==> config.mk <==
export PLATFORM = sky130hd
export DESIGN_NAME = pkt_line_sideband_deframer_unit_flat
export DESIGN_NICKNAME = d
export VERILOG_FILES = /design/src/plsd_pkg.sv /design/src/plsd_if.sv /design/src/plsd_front.sv /design/src/plsd_queue.sv /design/src/plsd_back.sv /design/src/pkt_line_sideband_deframer_unit.sv /design/src/flat_wrapper.sv
export VERILOG_INCLUDE_DIRS = /design/src /design/src/src
export SDC_FILE = /design/constraint.sdc
export NUM_CORES = 1
export LEC_CHECK = 0
export BUFFER_PORTS_ARGS = -buffer_cell sky130_fd_sc_hd__buf_2
export CORE_MARGIN = 4
export CORE_UTILIZATION = 42
export DETAILED_ROUTE_END_ITERATION = 6
export PLACE_DENSITY = 0.62
export SLEW_MARGIN = 20
export SYNTH_ARGS = -nofsm -noshare
export SYNTH_HDL_FRONTEND = slang
export SYNTH_SLANG_ARGS = --single-unit
==> constraint.sdc <==
create_clock -name clk -period 5.41 [get_ports clk]
set_input_delay 0.541 -clock clk [delete_from_list [all_inputs] [get_ports clk]]
set_output_delay 0.541 -clock clk [all_outputs]
set_load 0.02 [all_outputs]
==> src/pkt_line_sideband_deframer_unit_defines.svh <==
// Assertion macros shared by the deframer RTL.
`ifndef PKT_LINE_SIDEBAND_DEFRAMER_UNIT_DEFINES_SVH
`define PKT_LINE_SIDEBAND_DEFRAMER_UNIT_DEFINES_SVH
// Checks that a condition implies a consequence on the same edge.
`define PLSD_ASSERT_IMP(label, clk, rst_n, cond, cons, msg) \
	label: assert property (@(posedge clk) disable iff (!rst_n) (cond) |-> (cons)) \
		else $error(msg);
// Checks that a condition implies a consequence on the next edge.
`define PLSD_ASSERT_NEXT(label, clk, rst_n, cond, cons, msg) \
	label: assert property (@(posedge clk) disable iff (!rst_n) (cond) |=> (cons)) \
		else $error(msg);
`endif

==> src/plsd_pkg.sv <==
// Package with the types and constants of the pkt-line deframer.
package plsd_pkg;
	typedef enum logic [2:0] {
		PH_START, PH_HEADER, PH_BODY, PH_RAW, PH_ERROR
	} phase_t;
	typedef enum logic [2:0] {
		PK_UND, PK_ACK, PK_SKIP, PK_REJECT, PK_INPACK, PK_DATA, PK_PROG
	} pkind_t;
	typedef enum logic [1:0] {
		KIND_PACK = 2'd0, KIND_PROG = 2'd1, KIND_STATUS = 2'd2
	} okind_t;
	localparam logic [3:0] ST_OK = 4'd0, ST_EMPTY = 4'd1, ST_HDR_CUT = 4'd2,
		ST_BAD_LEN = 4'd3, ST_TRUNC = 4'd4, ST_ERR = 4'd5, ST_FATAL = 4'd6,
		ST_UNEXP = 4'd7, ST_INCOMPLETE = 4'd8, ST_BAD_VER = 4'd9;
	localparam int QDEPTH = 4;
	localparam int QAW = 2;
	localparam logic [5:0] PACK_MIN = 6'd32;
	localparam int HDR_BYTES = 12;

	typedef struct packed {
		logic [7:0] data;
		okind_t kind;
		logic [3:0] status;
		logic ack;
		logic [31:0] count;
		logic last;
	} res_t;

	// Queue entry: up to four magic bytes (count) plus one payload byte and a status result.
	typedef struct packed {
		logic [2:0] nres;   // number of results 0..5
		logic magic;        // first four results are the PACK magic
		logic [7:0] data;   // trailing byte result
		okind_t kind;       // kind of trailing byte result
		logic has_data;     // a trailing byte result exists
		logic fin;          // a status result follows
		logic [3:0] status;
		logic ack;
		logic [31:0] count;
	} job_t;

	function automatic logic [7:0] magic_byte(input logic [1:0] i);
		unique case (i)
			2'd0: magic_byte = 8'h50;
			2'd1: magic_byte = 8'h41;
			2'd2: magic_byte = 8'h43;
			default: magic_byte = 8'h4B;
		endcase
	endfunction

	function automatic logic [7:0] pfx_char(input logic [2:0] k, input logic [3:0] p);
		logic [8*10-1:0] s;
		begin
			unique case (k)
				3'd0: s = {"NAK\n", 48'h0};
				3'd1: s = {"ACK ", 48'h0};
				3'd2: s = {"shallow ", 16'h0};
				3'd3: s = "unshallow ";
				3'd4: s = {"ERR ", 48'h0};
				default: s = {"PACK", 48'h0};
			endcase
			pfx_char = (p < 4'd10) ? s[8*(9-p) +: 8] : 8'h00;
		end
	endfunction

	function automatic logic [3:0] pfx_len(input logic [2:0] k);
		unique case (k)
			3'd2: pfx_len = 4'd8;
			3'd3: pfx_len = 4'd10;
			default: pfx_len = 4'd4;
		endcase
	endfunction
endpackage

==> src/plsd_if.sv <==
// Valid/ready stream interfaces for input items and results.
interface plsd_in_if;
	logic valid;
	logic ready;
	logic [7:0] in_byte;
	logic has_byte;
	logic is_last;
	modport source (output valid, in_byte, has_byte, is_last, input ready);
	modport sink (input valid, in_byte, has_byte, is_last, output ready);
endinterface

interface plsd_out_if;
	logic valid;
	logic ready;
	logic [7:0] out_byte;
	logic [1:0] out_kind;
	logic [3:0] status;
	logic acknowledged;
	logic [31:0] object_count;
	logic out_last;
	modport source (output valid, out_byte, out_kind, status, acknowledged, object_count,
		out_last, input ready);
	modport sink (input valid, out_byte, out_kind, status, acknowledged, object_count,
		out_last, output ready);
endinterface

==> src/plsd_front.sv <==
// Front end: deframes and classifies each byte, producing one job for each item with results.
module plsd_front (
	input  logic clk,
	input  logic arst_n,
	input  logic in_valid,
	output logic in_ready,
	input  logic [7:0] in_byte,
	input  logic has_byte,
	input  logic is_last,
	output logic job_valid,
	input  logic job_ready,
	output plsd_pkg::job_t job
);
	plsd_pkg::phase_t phase_q, phase_d;
	logic [1:0] hdc_q, hdc_d;
	logic [15:0] len_q, len_d;
	logic mag_q, mag_d, hex_q, hex_d;
	logic [15:0] left_q, left_d;
	logic [3:0] pos_q, pos_d;
	logic [5:0] cand_q, cand_d;
	plsd_pkg::pkind_t pk_q, pk_d;
	logic ack_q, ack_d;
	logic [5:0] pbc_q, pbc_d;
	logic [7:0] hdr_q [plsd_pkg::HDR_BYTES];
	logic [3:0] err_q, err_d;

	logic acc;
	logic [7:0] b;
	logic ishex;
	logic [3:0] hv;
	logic [15:0] lnew;
	logic emit_mag, emit_b;
	plsd_pkg::okind_t bkind;
	logic [5:0] cnew;
	logic [3:0] pnext;
	logic [5:0] pbc_mid;
	logic [31:0] ver, cnt;
	logic [3:0] st;
	logic [31:0] cnt_o;
	logic mag_ok;

	assign in_ready = job_ready;
	assign acc = in_valid && in_ready;
	assign b = in_byte;

	always_comb begin
		ishex = 1'b1;
		hv = 4'd0;
		if (b >= 8'h30 && b <= 8'h39) hv = b[3:0];
		else if ((b >= 8'h61 && b <= 8'h66) || (b >= 8'h41 && b <= 8'h46))
			hv = b[3:0] + 4'd9;
		else ishex = 1'b0;
	end
	assign lnew = {len_q[11:0], 4'd0} | {12'd0, hv};

	always_comb begin
		phase_d = phase_q; hdc_d = hdc_q; len_d = len_q; mag_d = mag_q; hex_d = hex_q;
		left_d = left_q; pos_d = pos_q; cand_d = cand_q; pk_d = pk_q; ack_d = ack_q;
		err_d = err_q; emit_mag = 1'b0; emit_b = 1'b0; bkind = plsd_pkg::KIND_PACK;
		cnew = cand_q; pnext = pos_q;
		if (has_byte) begin
			unique case (phase_q)
				plsd_pkg::PH_START, plsd_pkg::PH_HEADER: begin
					phase_d = plsd_pkg::PH_HEADER;
					if (hdc_q != 2'd3) begin
						hdc_d = hdc_q + 2'd1;
						len_d = lnew;
						mag_d = mag_q && (b == plsd_pkg::magic_byte(hdc_q));
						hex_d = hex_q && ishex;
					end else begin
						hdc_d = 2'd0; len_d = 16'd0; mag_d = 1'b1; hex_d = 1'b1;
						if (mag_q && b == plsd_pkg::magic_byte(2'd3)) begin
							phase_d = plsd_pkg::PH_RAW; emit_mag = 1'b1;
						end else if (!(hex_q && ishex)) begin
							phase_d = plsd_pkg::PH_ERROR; err_d = plsd_pkg::ST_BAD_LEN;
						end else if (lnew == 16'd3) begin
							phase_d = plsd_pkg::PH_ERROR; err_d = plsd_pkg::ST_TRUNC;
						end else if (lnew > 16'd4) begin
							phase_d = plsd_pkg::PH_BODY; left_d = lnew - 16'd4;
							pos_d = 4'd0; cand_d = 6'h3F; pk_d = plsd_pkg::PK_UND;
						end
					end
				end
				plsd_pkg::PH_BODY: begin
					unique case (pk_q)
						plsd_pkg::PK_UND: begin
							if (pos_q == 4'd0 && b >= 8'd1 && b <= 8'd3) begin
								if (b == 8'd1) pk_d = plsd_pkg::PK_DATA;
								else if (b == 8'd2) pk_d = plsd_pkg::PK_PROG;
								else begin
									pk_d = plsd_pkg::PK_REJECT; err_d = plsd_pkg::ST_FATAL;
								end
							end else begin
								for (int i = 0; i < 6; i++)
									if (!(pos_q < plsd_pkg::pfx_len(3'(i)) &&
										plsd_pkg::pfx_char(3'(i), pos_q) == b))
										cnew[i] = 1'b0;
								pnext = (pos_q < 4'd15) ? pos_q + 4'd1 : pos_q;
								cand_d = cnew; pos_d = pnext;
								if (cnew == 6'd0) begin
									pk_d = plsd_pkg::PK_REJECT; err_d = plsd_pkg::ST_UNEXP;
								end else if (cnew[1] && pnext == 4'd4) pk_d = plsd_pkg::PK_ACK;
								else if (cnew[2] && pnext == 4'd8) pk_d = plsd_pkg::PK_SKIP;
								else if (cnew[3] && pnext == 4'd10) pk_d = plsd_pkg::PK_SKIP;
								else if (cnew[4] && pnext == 4'd4) begin
									pk_d = plsd_pkg::PK_REJECT; err_d = plsd_pkg::ST_ERR;
								end else if (cnew[5] && pnext == 4'd4) begin
									pk_d = plsd_pkg::PK_INPACK; emit_mag = 1'b1;
								end
							end
						end
						plsd_pkg::PK_DATA, plsd_pkg::PK_INPACK: emit_b = 1'b1;
						plsd_pkg::PK_PROG: begin
							emit_b = 1'b1; bkind = plsd_pkg::KIND_PROG;
						end
						default: ;
					endcase
					left_d = (left_q != 16'd0) ? left_q - 16'd1 : left_q;
					if (left_d == 16'd0) begin
						if (pk_d == plsd_pkg::PK_UND) begin
							if (cand_d[0] && pos_d >= 4'd3) pk_d = plsd_pkg::PK_SKIP;
							else begin
								pk_d = plsd_pkg::PK_REJECT; err_d = plsd_pkg::ST_UNEXP;
							end
						end
						if (pk_d == plsd_pkg::PK_ACK) ack_d = 1'b1;
						phase_d = (pk_d == plsd_pkg::PK_REJECT) ? plsd_pkg::PH_ERROR :
							plsd_pkg::PH_HEADER;
					end
				end
				plsd_pkg::PH_RAW: emit_b = 1'b1;
				default: ;
			endcase
		end
	end

	// Pack byte count after the magic and byte of this item.
	assign pbc_mid = emit_mag ? ((pbc_q > 6'd28) ? plsd_pkg::PACK_MIN : pbc_q + 6'd4) : pbc_q;
	always_comb begin
		pbc_d = pbc_mid;
		if (emit_b && bkind == plsd_pkg::KIND_PACK && pbc_mid < plsd_pkg::PACK_MIN)
			pbc_d = pbc_mid + 6'd1;
	end

	// The final check sees the pack header including writes of this item.
	logic [7:0] hn [plsd_pkg::HDR_BYTES];
	always_comb begin
		for (int i = 0; i < plsd_pkg::HDR_BYTES; i++) begin
			hn[i] = hdr_q[i];
			if (emit_mag && 6'(i) >= pbc_q && 6'(i) < pbc_q + 6'd4)
				hn[i] = plsd_pkg::magic_byte(2'(6'(i) - pbc_q));
			if (emit_b && bkind == plsd_pkg::KIND_PACK && 6'(i) == pbc_mid) hn[i] = b;
		end
	end

	assign mag_ok = hn[0] == 8'h50 && hn[1] == 8'h41 && hn[2] == 8'h43 && hn[3] == 8'h4B;
	assign ver = {hn[4], hn[5], hn[6], hn[7]};
	assign cnt = {hn[8], hn[9], hn[10], hn[11]};
	always_comb begin
		cnt_o = 32'd0;
		if (phase_d == plsd_pkg::PH_ERROR) st = err_d;
		else if (phase_d == plsd_pkg::PH_START) st = plsd_pkg::ST_EMPTY;
		else if (phase_d == plsd_pkg::PH_HEADER && hdc_d != 2'd0) st = plsd_pkg::ST_HDR_CUT;
		else if (phase_d == plsd_pkg::PH_BODY) st = plsd_pkg::ST_TRUNC;
		else if (pbc_d == 6'd0 && ack_d) st = plsd_pkg::ST_OK;
		else if (pbc_d < plsd_pkg::PACK_MIN || !mag_ok) st = plsd_pkg::ST_INCOMPLETE;
		else if (ver != 32'd2 && ver != 32'd3) st = plsd_pkg::ST_BAD_VER;
		else begin
			st = plsd_pkg::ST_OK; cnt_o = cnt;
		end
	end

	always_comb begin
		job.magic = emit_mag;
		job.data = b;
		job.kind = bkind;
		job.has_data = emit_b;
		job.fin = is_last;
		job.status = st;
		job.ack = ack_d;
		job.count = cnt_o;
		job.nres = (emit_mag ? 3'd4 : 3'd0) + {2'd0, emit_b} + {2'd0, is_last};
	end
	assign job_valid = in_valid && (job.nres != 3'd0);

	always_ff @(posedge clk or negedge arst_n) begin
		if (!arst_n) begin
			phase_q <= plsd_pkg::PH_START; hdc_q <= '0; len_q <= '0; mag_q <= 1'b1;
			hex_q <= 1'b1; left_q <= '0; pos_q <= '0; cand_q <= 6'h3F;
			pk_q <= plsd_pkg::PK_UND; ack_q <= 1'b0; pbc_q <= '0; err_q <= '0;
		end else if (acc) begin
			if (is_last) begin
				phase_q <= plsd_pkg::PH_START; hdc_q <= '0; len_q <= '0; mag_q <= 1'b1;
				hex_q <= 1'b1; left_q <= '0; pos_q <= '0; cand_q <= 6'h3F;
				pk_q <= plsd_pkg::PK_UND; ack_q <= 1'b0; pbc_q <= '0; err_q <= '0;
			end else begin
				phase_q <= phase_d; hdc_q <= hdc_d; len_q <= len_d; mag_q <= mag_d;
				hex_q <= hex_d; left_q <= left_d; pos_q <= pos_d; cand_q <= cand_d;
				pk_q <= pk_d; ack_q <= ack_d; pbc_q <= pbc_d; err_q <= err_d;
			end
		end
	end

	always_ff @(posedge clk) begin
		if (acc) for (int i = 0; i < plsd_pkg::HDR_BYTES; i++) hdr_q[i] <= hn[i];
	end
endmodule

==> src/plsd_queue.sv <==
// Short job queue between the front and back ends.
module plsd_queue (
	input  logic clk,
	input  logic arst_n,
	input  logic wr_valid,
	output logic wr_ready,
	input  plsd_pkg::job_t wr_job,
	output logic rd_valid,
	input  logic rd_ready,
	output plsd_pkg::job_t rd_job
);
	plsd_pkg::job_t mem_q [plsd_pkg::QDEPTH];
	logic [plsd_pkg::QAW-1:0] wp_q, rp_q;
	logic [plsd_pkg::QAW:0] cnt_q;
	logic wr, rd;

	assign wr_ready = cnt_q != 3'(plsd_pkg::QDEPTH);
	assign rd_valid = cnt_q != '0;
	assign rd_job = mem_q[rp_q];
	assign wr = wr_valid && wr_ready;
	assign rd = rd_valid && rd_ready;

	always_ff @(posedge clk or negedge arst_n) begin
		if (!arst_n) begin
			wp_q <= '0; rp_q <= '0; cnt_q <= '0;
		end else begin
			if (wr) wp_q <= wp_q + 1'b1;
			if (rd) rp_q <= rp_q + 1'b1;
			cnt_q <= cnt_q + {2'd0, wr} - {2'd0, rd};
		end
	end
	always_ff @(posedge clk) begin
		if (wr) mem_q[wp_q] <= wr_job;
	end
endmodule

==> src/plsd_back.sv <==
// Back end: expands each job into its results, one result per cycle while res_ready is high.
module plsd_back (
	input  logic clk,
	input  logic arst_n,
	input  logic job_valid,
	output logic job_ready,
	input  plsd_pkg::job_t job,
	output logic res_valid,
	input  logic res_ready,
	output plsd_pkg::res_t res
);
	logic [2:0] idx_q;
	logic [2:0] nres;
	logic take, lastres;

	assign nres = job.nres;
	assign take = job_valid && res_ready;
	assign lastres = (idx_q + 3'd1 == nres);
	assign job_ready = res_ready && lastres;
	assign res_valid = job_valid;

	always_comb begin
		res = '0;
		if (job.magic && idx_q < 3'd4) begin
			res.data = plsd_pkg::magic_byte(idx_q[1:0]);
			res.kind = plsd_pkg::KIND_PACK;
		end else if (job.has_data && (idx_q == (job.magic ? 3'd4 : 3'd0))) begin
			res.data = job.data;
			res.kind = job.kind;
		end else begin
			res.kind = plsd_pkg::KIND_STATUS;
			res.status = job.status;
			res.ack = job.ack;
			res.count = job.count;
			res.last = 1'b1;
		end
	end

	always_ff @(posedge clk or negedge arst_n) begin
		if (!arst_n) idx_q <= '0;
		else if (take) idx_q <= lastres ? 3'd0 : idx_q + 3'd1;
	end
endmodule

==> src/pkt_line_sideband_deframer_unit.sv <==
// Top level of the pkt-line side-band deframer.
// The block takes a response one byte per transfer on in_ch and gives pack bytes,
// progress bytes and one final status on out_ch. An input transfer with has_byte low
// and is_last low does nothing and yields no result.
// The front end decides each byte in the cycle it is accepted, so one item is taken
// every cycle while the four-entry job queue has room. An item that yields results
// becomes one job; header and skipped bytes yield none unless they complete "PACK" or
// end the response. The back end plays a job out as one to five results, one per
// cycle while out_ch is ready, straight from the queue head, where each job is
// registered first. A byte that completes "PACK" yields the four magic bytes, and a
// fifth result when it also ends the response, so the input runs at one item per
// cycle while items yield at most one result each; the output sets the pace otherwise.
// Reset clears all control state; the block starts awaiting the first byte. After
// accepting the is_last item the front end returns to that state. When the receiver
// stalls, results wait at the queue head and input keeps flowing until the queue
// fills, then in_ch ready drops.
`include "pkt_line_sideband_deframer_unit_defines.svh"
module pkt_line_sideband_deframer_unit (
	input  logic clk,
	input  logic arst_n,
	plsd_in_if.sink in_ch,
	plsd_out_if.source out_ch
);
	logic jv, jr, qv, qr;
	plsd_pkg::job_t job_f, job_b;
	plsd_pkg::res_t res;
	logic fr_ready;

	// The front end updates state on every accepted transfer; empty ones leave it unchanged.
	plsd_front u_front (
		.clk(clk), .arst_n(arst_n), .in_valid(in_ch.valid), .in_ready(fr_ready),
		.in_byte(in_ch.in_byte), .has_byte(in_ch.has_byte), .is_last(in_ch.is_last),
		.job_valid(jv), .job_ready(jr), .job(job_f)
	);
	assign in_ch.ready = fr_ready;

	plsd_queue u_queue (
		.clk(clk), .arst_n(arst_n), .wr_valid(jv), .wr_ready(jr), .wr_job(job_f),
		.rd_valid(qv), .rd_ready(qr), .rd_job(job_b)
	);

	plsd_back u_back (
		.clk(clk), .arst_n(arst_n), .job_valid(qv), .job_ready(qr), .job(job_b),
		.res_valid(out_ch.valid), .res_ready(out_ch.ready), .res(res)
	);

	assign out_ch.out_byte = res.data;
	assign out_ch.out_kind = res.kind;
	assign out_ch.status = res.status;
	assign out_ch.acknowledged = res.ack;
	assign out_ch.object_count = res.count;
	assign out_ch.out_last = res.last;

	`PLSD_ASSERT_IMP(a_last_is_status, clk, arst_n, out_ch.valid && out_ch.out_last,
		out_ch.out_kind == plsd_pkg::KIND_STATUS, "final result without status kind")
	`PLSD_ASSERT_IMP(a_byte_no_status, clk, arst_n,
		out_ch.valid && !out_ch.out_last, out_ch.status == plsd_pkg::ST_OK,
		"byte result carries a status")
	`PLSD_ASSERT_NEXT(a_stall_holds, clk, arst_n, out_ch.valid && !out_ch.ready,
		out_ch.valid && $stable(out_ch.out_byte), "stalled result changed")
endmodule
==> src/flat_wrapper.sv <==
// flat-port wrapper written by rule: the top's interface ports become plain ports
module pkt_line_sideband_deframer_unit_flat 
  (clk, arst_n, in_ch_valid, in_ch_in_byte, in_ch_has_byte, in_ch_is_last, in_ch_ready, out_ch_valid, out_ch_out_byte, out_ch_out_kind, out_ch_status, out_ch_acknowledged, out_ch_object_count, out_ch_out_last, out_ch_ready);
  plsd_in_if in_ch_i ();
  plsd_out_if out_ch_i ();
  input  logic clk;
  input  logic arst_n;
  input wire logic [$bits(in_ch_i.valid)-1:0] in_ch_valid;
  input wire logic [$bits(in_ch_i.in_byte)-1:0] in_ch_in_byte;
  input wire logic [$bits(in_ch_i.has_byte)-1:0] in_ch_has_byte;
  input wire logic [$bits(in_ch_i.is_last)-1:0] in_ch_is_last;
  output wire logic [$bits(in_ch_i.ready)-1:0] in_ch_ready;
  output wire logic [$bits(out_ch_i.valid)-1:0] out_ch_valid;
  output wire logic [$bits(out_ch_i.out_byte)-1:0] out_ch_out_byte;
  output wire logic [$bits(out_ch_i.out_kind)-1:0] out_ch_out_kind;
  output wire logic [$bits(out_ch_i.status)-1:0] out_ch_status;
  output wire logic [$bits(out_ch_i.acknowledged)-1:0] out_ch_acknowledged;
  output wire logic [$bits(out_ch_i.object_count)-1:0] out_ch_object_count;
  output wire logic [$bits(out_ch_i.out_last)-1:0] out_ch_out_last;
  input wire logic [$bits(out_ch_i.ready)-1:0] out_ch_ready;
  assign in_ch_i.valid = in_ch_valid;
  assign in_ch_i.in_byte = in_ch_in_byte;
  assign in_ch_i.has_byte = in_ch_has_byte;
  assign in_ch_i.is_last = in_ch_is_last;
  assign in_ch_ready = in_ch_i.ready;
  assign out_ch_valid = out_ch_i.valid;
  assign out_ch_out_byte = out_ch_i.out_byte;
  assign out_ch_out_kind = out_ch_i.out_kind;
  assign out_ch_status = out_ch_i.status;
  assign out_ch_acknowledged = out_ch_i.acknowledged;
  assign out_ch_object_count = out_ch_i.object_count;
  assign out_ch_out_last = out_ch_i.out_last;
  assign out_ch_i.ready = out_ch_ready;
  pkt_line_sideband_deframer_unit u_core (.clk(clk), .arst_n(arst_n), .in_ch(in_ch_i), .out_ch(out_ch_i));
endmodule
==> run_results.csv <==
group,metric,value,unit
sta,fin_crit_sh,95.5,%
clock_tree,clockBufferDepth,3,
worst_hold_path,min_from,"out_ch_ready",
floorplanning,rows,81,
yosys,avgSynthCellArea,10.7,um^2
worst_hold_path,holdPathStages,3,
global_route,grt_pass1_vias,16200,
global_route,overflow,0,
power,p_per_area,397,nW/um^2
yosys,synth_fp_nets,2020,
floorplanning,start_util,42.7,%
finish,synthToLayoutAreaGrowth,14.3,%
placed_design,hpwl,43100,um
clock_tree,numClockSinks,364,
finish,final_common_cell,"edfxtp_1",
sta,hold_viol,0,
clock_tree,clkTransAtPathRegs,0.06,ns
outcome,outcome,"complete, no violations",
drt,wl_per_cell,23.0,um
flow_run,cap_violations,0,
sta,worst_pin_slew,0.993,ns
placed_design,dp.cells,2661,
yosys,synth_ff_type,"edfxtp_1",
critical_path,endpoint_kind,"flip-flop",
drt,vias,16500,
floorplanning,die_area,53600,um^2
floorplanning,fp.dieH,232,um
floorplanning,dieWidth,232,um
finish,final_cell_area,24000,um^2
clock_tree,clkLatencyLatePin,0.56,ns
power,p_leak,9.11,nW
placed_design,place_congestion,0.959,
yosys,synth_top_area_share,42.2,%
critical_path,rrSetupSlack,0.25,ns
critical_path,crit_path_start_kind,"flip-flop",
power,peakVddDrop,0.000275,V
global_route,grt_max_degree,64,
finish,final_cell_mix,"edfxtp_1, nand2_1, nor2_1",
critical_path,r2r_start,"u_core.u_front.pos_q[1]$_DFFE_PN0P_",
yosys,yosys.area.top_type,"edfxtp_1",
critical_path,r2r_end,"u_core.u_queue.mem_q[0][25]$_DFFE_PP_",
finish,num_antenna_cells,0,
yosys,synth_area_leaders,"edfxtp_1, dfrtp_1, mux4_2",
drt,routed_wl,63000,um
clock_tree,cts_tree,"yes",
clock_tree,cts_max_level,2,
sta,setup_viol,0,
sta,drv_slew,0,
yosys,ys_ff_latch,364,
critical_path,required,5.80,ns
drt,firstDrtPassIters,6,
sta,finalWorstSetupSlack,0.245,ns
sta,period_minus_slack,5.16,ns
global_route,antenna_found_initial,0,
yosys,synth_edf_count,295,
clock_tree,cts_buffers,40,
drt,vias_per_cell,6.03,
worst_hold_path,holdCritPathClass,"primary input to flip-flop",
critical_path,worstRegToRegCells,25,
placed_design,place_ws,-0.158,ns
finish,final_cell_count_no_fill,2738,
sta,skew,0.0141,ns
sta,max-slew-margin-rel,33.3,%
sta,setup_tns,0,ns
finish,drive_gt1_share,18.5,%
critical_path,path_max_fanout,18,
yosys,yosysSeqAreaShare,50.4,%
yosys,netlist_instances,1958,
yosys,ys_async_sr_fraction,19.0,%
global_route,grt_pass1_wl,97600,um
yosys,ys_types,103,
finish,final_net_count,2108,
critical_path,path_class,"flip-flop to flip-flop",
drt,drc_errors,0,
floorplanning,ioPinCount,64,
worst_hold_path,hold_end,"u_core.u_back.idx_q[2]$_DFFE_PN0P_",
drt,ant_nets,0,
clock_tree,cts_root_buffer,"clkbuf_16",
floorplanning,fp.coreArea,49200,um^2
yosys,syn_area,21000,um^2
placed_design,detailed_place.area,22500,um^2
finish,postLayoutCoreUtil,48.8,%
global_route,grt.total_usage,23.1,%
placed_design,io_buffers,63,
yosys,ys_warn_count,0,
critical_path,arrival,5.56,ns
drt,initialDrtViolationCount,1592,
sta,fmax,194,MHz
[Yosys cell counts, types with 16 or more instances]
| cell type | number |
|---|---|
| a211oi_1 | 20 |
| a21o_1 | 16 |
| a21oi_1 | 131 |
| and2_1 | 17 |
| and3_1 | 69 |
| and4_1 | 16 |
| buf_2 | 18 |
| clkbuf_1 | 90 |
| dfrtp_1 | 61 |
| edfxtp_1 | 295 |
| ha_1 | 47 |
| inv_1 | 74 |
| mux2i_1 | 38 |
| mux4_2 | 49 |
| nand2_1 | 192 |
| nand2b_1 | 20 |
| nand3_1 | 51 |
| nand4_1 | 32 |
| nor2_1 | 133 |
| nor2b_1 | 18 |
| nor3_1 | 58 |
| nor4_1 | 22 |
| o21ai_0 | 125 |
| xnor2_1 | 31 |
[cells by family (layout without fill, tap and decap cells)]
group | Yosys count | count (layout) | synth area share (%)
and+or+nand+nor | 722 | 722 | 18.2
AOI/OAI and AO/OA | 477 | 477 | 15.0
DFF | 364 | 364 | 50.4
buffers and inverters | 211 | 327 | 4.19
muxes | 94 | 94 | 7.44
adders and majority gates | 48 | 48 | 2.90
xor gates and xnor gates | 42 | 42 | 1.75
[sequential cells by signal, summed over array words and instances, names as in the netlist, 3 cells and up]
name / flops
u_core.u_back.idx_q: 3
u_core.u_front.cand_q: 6
u_core.u_front.err_q: 4
u_core.u_front.hdr_q: 95
u_core.u_front.left_q: 16
u_core.u_front.len_q: 12
u_core.u_front.pbc_q: 6
u_core.u_front.phase_q: 3
u_core.u_front.pk_q: 3
u_core.u_front.pos_q: 4
u_core.u_queue.cnt_q: 3
u_core.u_queue.mem_q: 200
[worst max-delay path, cell delays in order, from the launching register on]
cell and delay (ns):
dfrtp_1 0.38, inv_1 0.12, ha_4 0.23, buf_6 0.17, nor4b_4 0.32, buf_4 0.18
o211a_1 0.17, a211oi_2 0.06, a211o_1 0.30, a21oi_1 0.21, o41ai_2 0.12, and2_1 0.17
nand2_1 0.07, nand2_1 0.10, inv_1 0.10, ha_1 0.25, buf_4 0.18, nand2_1 0.09
a21oi_4 0.22, a2bb2oi_1 0.11, a2111oi_2 0.35, o211ai_1 0.21, nor4_4 0.24, buf_4 0.20
buf_12 0.16, and4_1 0.27
[layout make-up]
cell class | count | area, um^2
clock inverter | 18 | 231
tap | 664 | 831
sequential | 364 | 10600
multi-input combinational | 1383 | 9730
timing repair buffer | 179 | 1270
inverter | 78 | 295
clock buffer | 52 | 1060
fill | 4439 | 25100
[stage by stage]
step	power, W	hold slack (ns)
floorplan	0.00582	0.245
global placement	0.00679	0.466
detailed placement	0.00683	0.473
CTS	0.00957	0.264
global route	0.0100	0.295
finish	0.00952	0.291
[layer usage]
layer	up-vias	wire (um)	GRT usage [%]
li1	7639	-	-
met1	8228	28700	33.3
met2	568	29000	37.0
met3	82	4140	3.83
met4	0	1210	4.91
met5	-	0	0
[worst max-delay path by stage]
stage	start	cells after the start	slack, ns	to
after floorplan	u_core.u_front.pos_q[1]$_DFFE_PN0P_	26	0.07	u_core.u_queue.mem_q[0][36]$_DFFE_PP_
final	u_core.u_front.pos_q[1]$_DFFE_PN0P_	25	0.25	u_core.u_queue.mem_q[0][25]$_DFFE_PP_
after global routing	u_core.u_front.pos_q[1]$_DFFE_PN0P_	26	-0.02	u_core.u_queue.mem_q[0][5]$_DFFE_PP_
after global placement	u_core.u_front.pos_q[1]$_DFFE_PN0P_	21	0.06	u_core.u_queue.mem_q[0][33]$_DFFE_PP_
after detailed placement	u_core.u_front.pos_q[1]$_DFFE_PN0P_	20	-0.16	u_core.u_queue.mem_q[0][33]$_DFFE_PP_
after CTS	u_core.u_front.pos_q[1]$_DFFE_PN0P_	23	0.08	u_core.u_queue.mem_q[0][29]$_DFFE_PP_
[power breakdown]
group | total (W) | switching [W] | internal, W
Combinational | 0.00305 | 0.00189 | 0.00115
Sequential | 0.00374 | 0.000224 | 0.00352
Clock | 0.00273 | 0.00111 | 0.00162
Total | 0.00952 | 0.00323 | 0.00629
[timing repair]
action,CTS,global route
endpoints found under the hold margin,16,0
pin swaps,0,6
gates cloned,0,1
gates resized for setup,2,34
endpoints found under the setup margin,4,140
setup buffers,0,5
hold buffers,1,0
No activity file was read; power rests on OpenSTA's default activity.
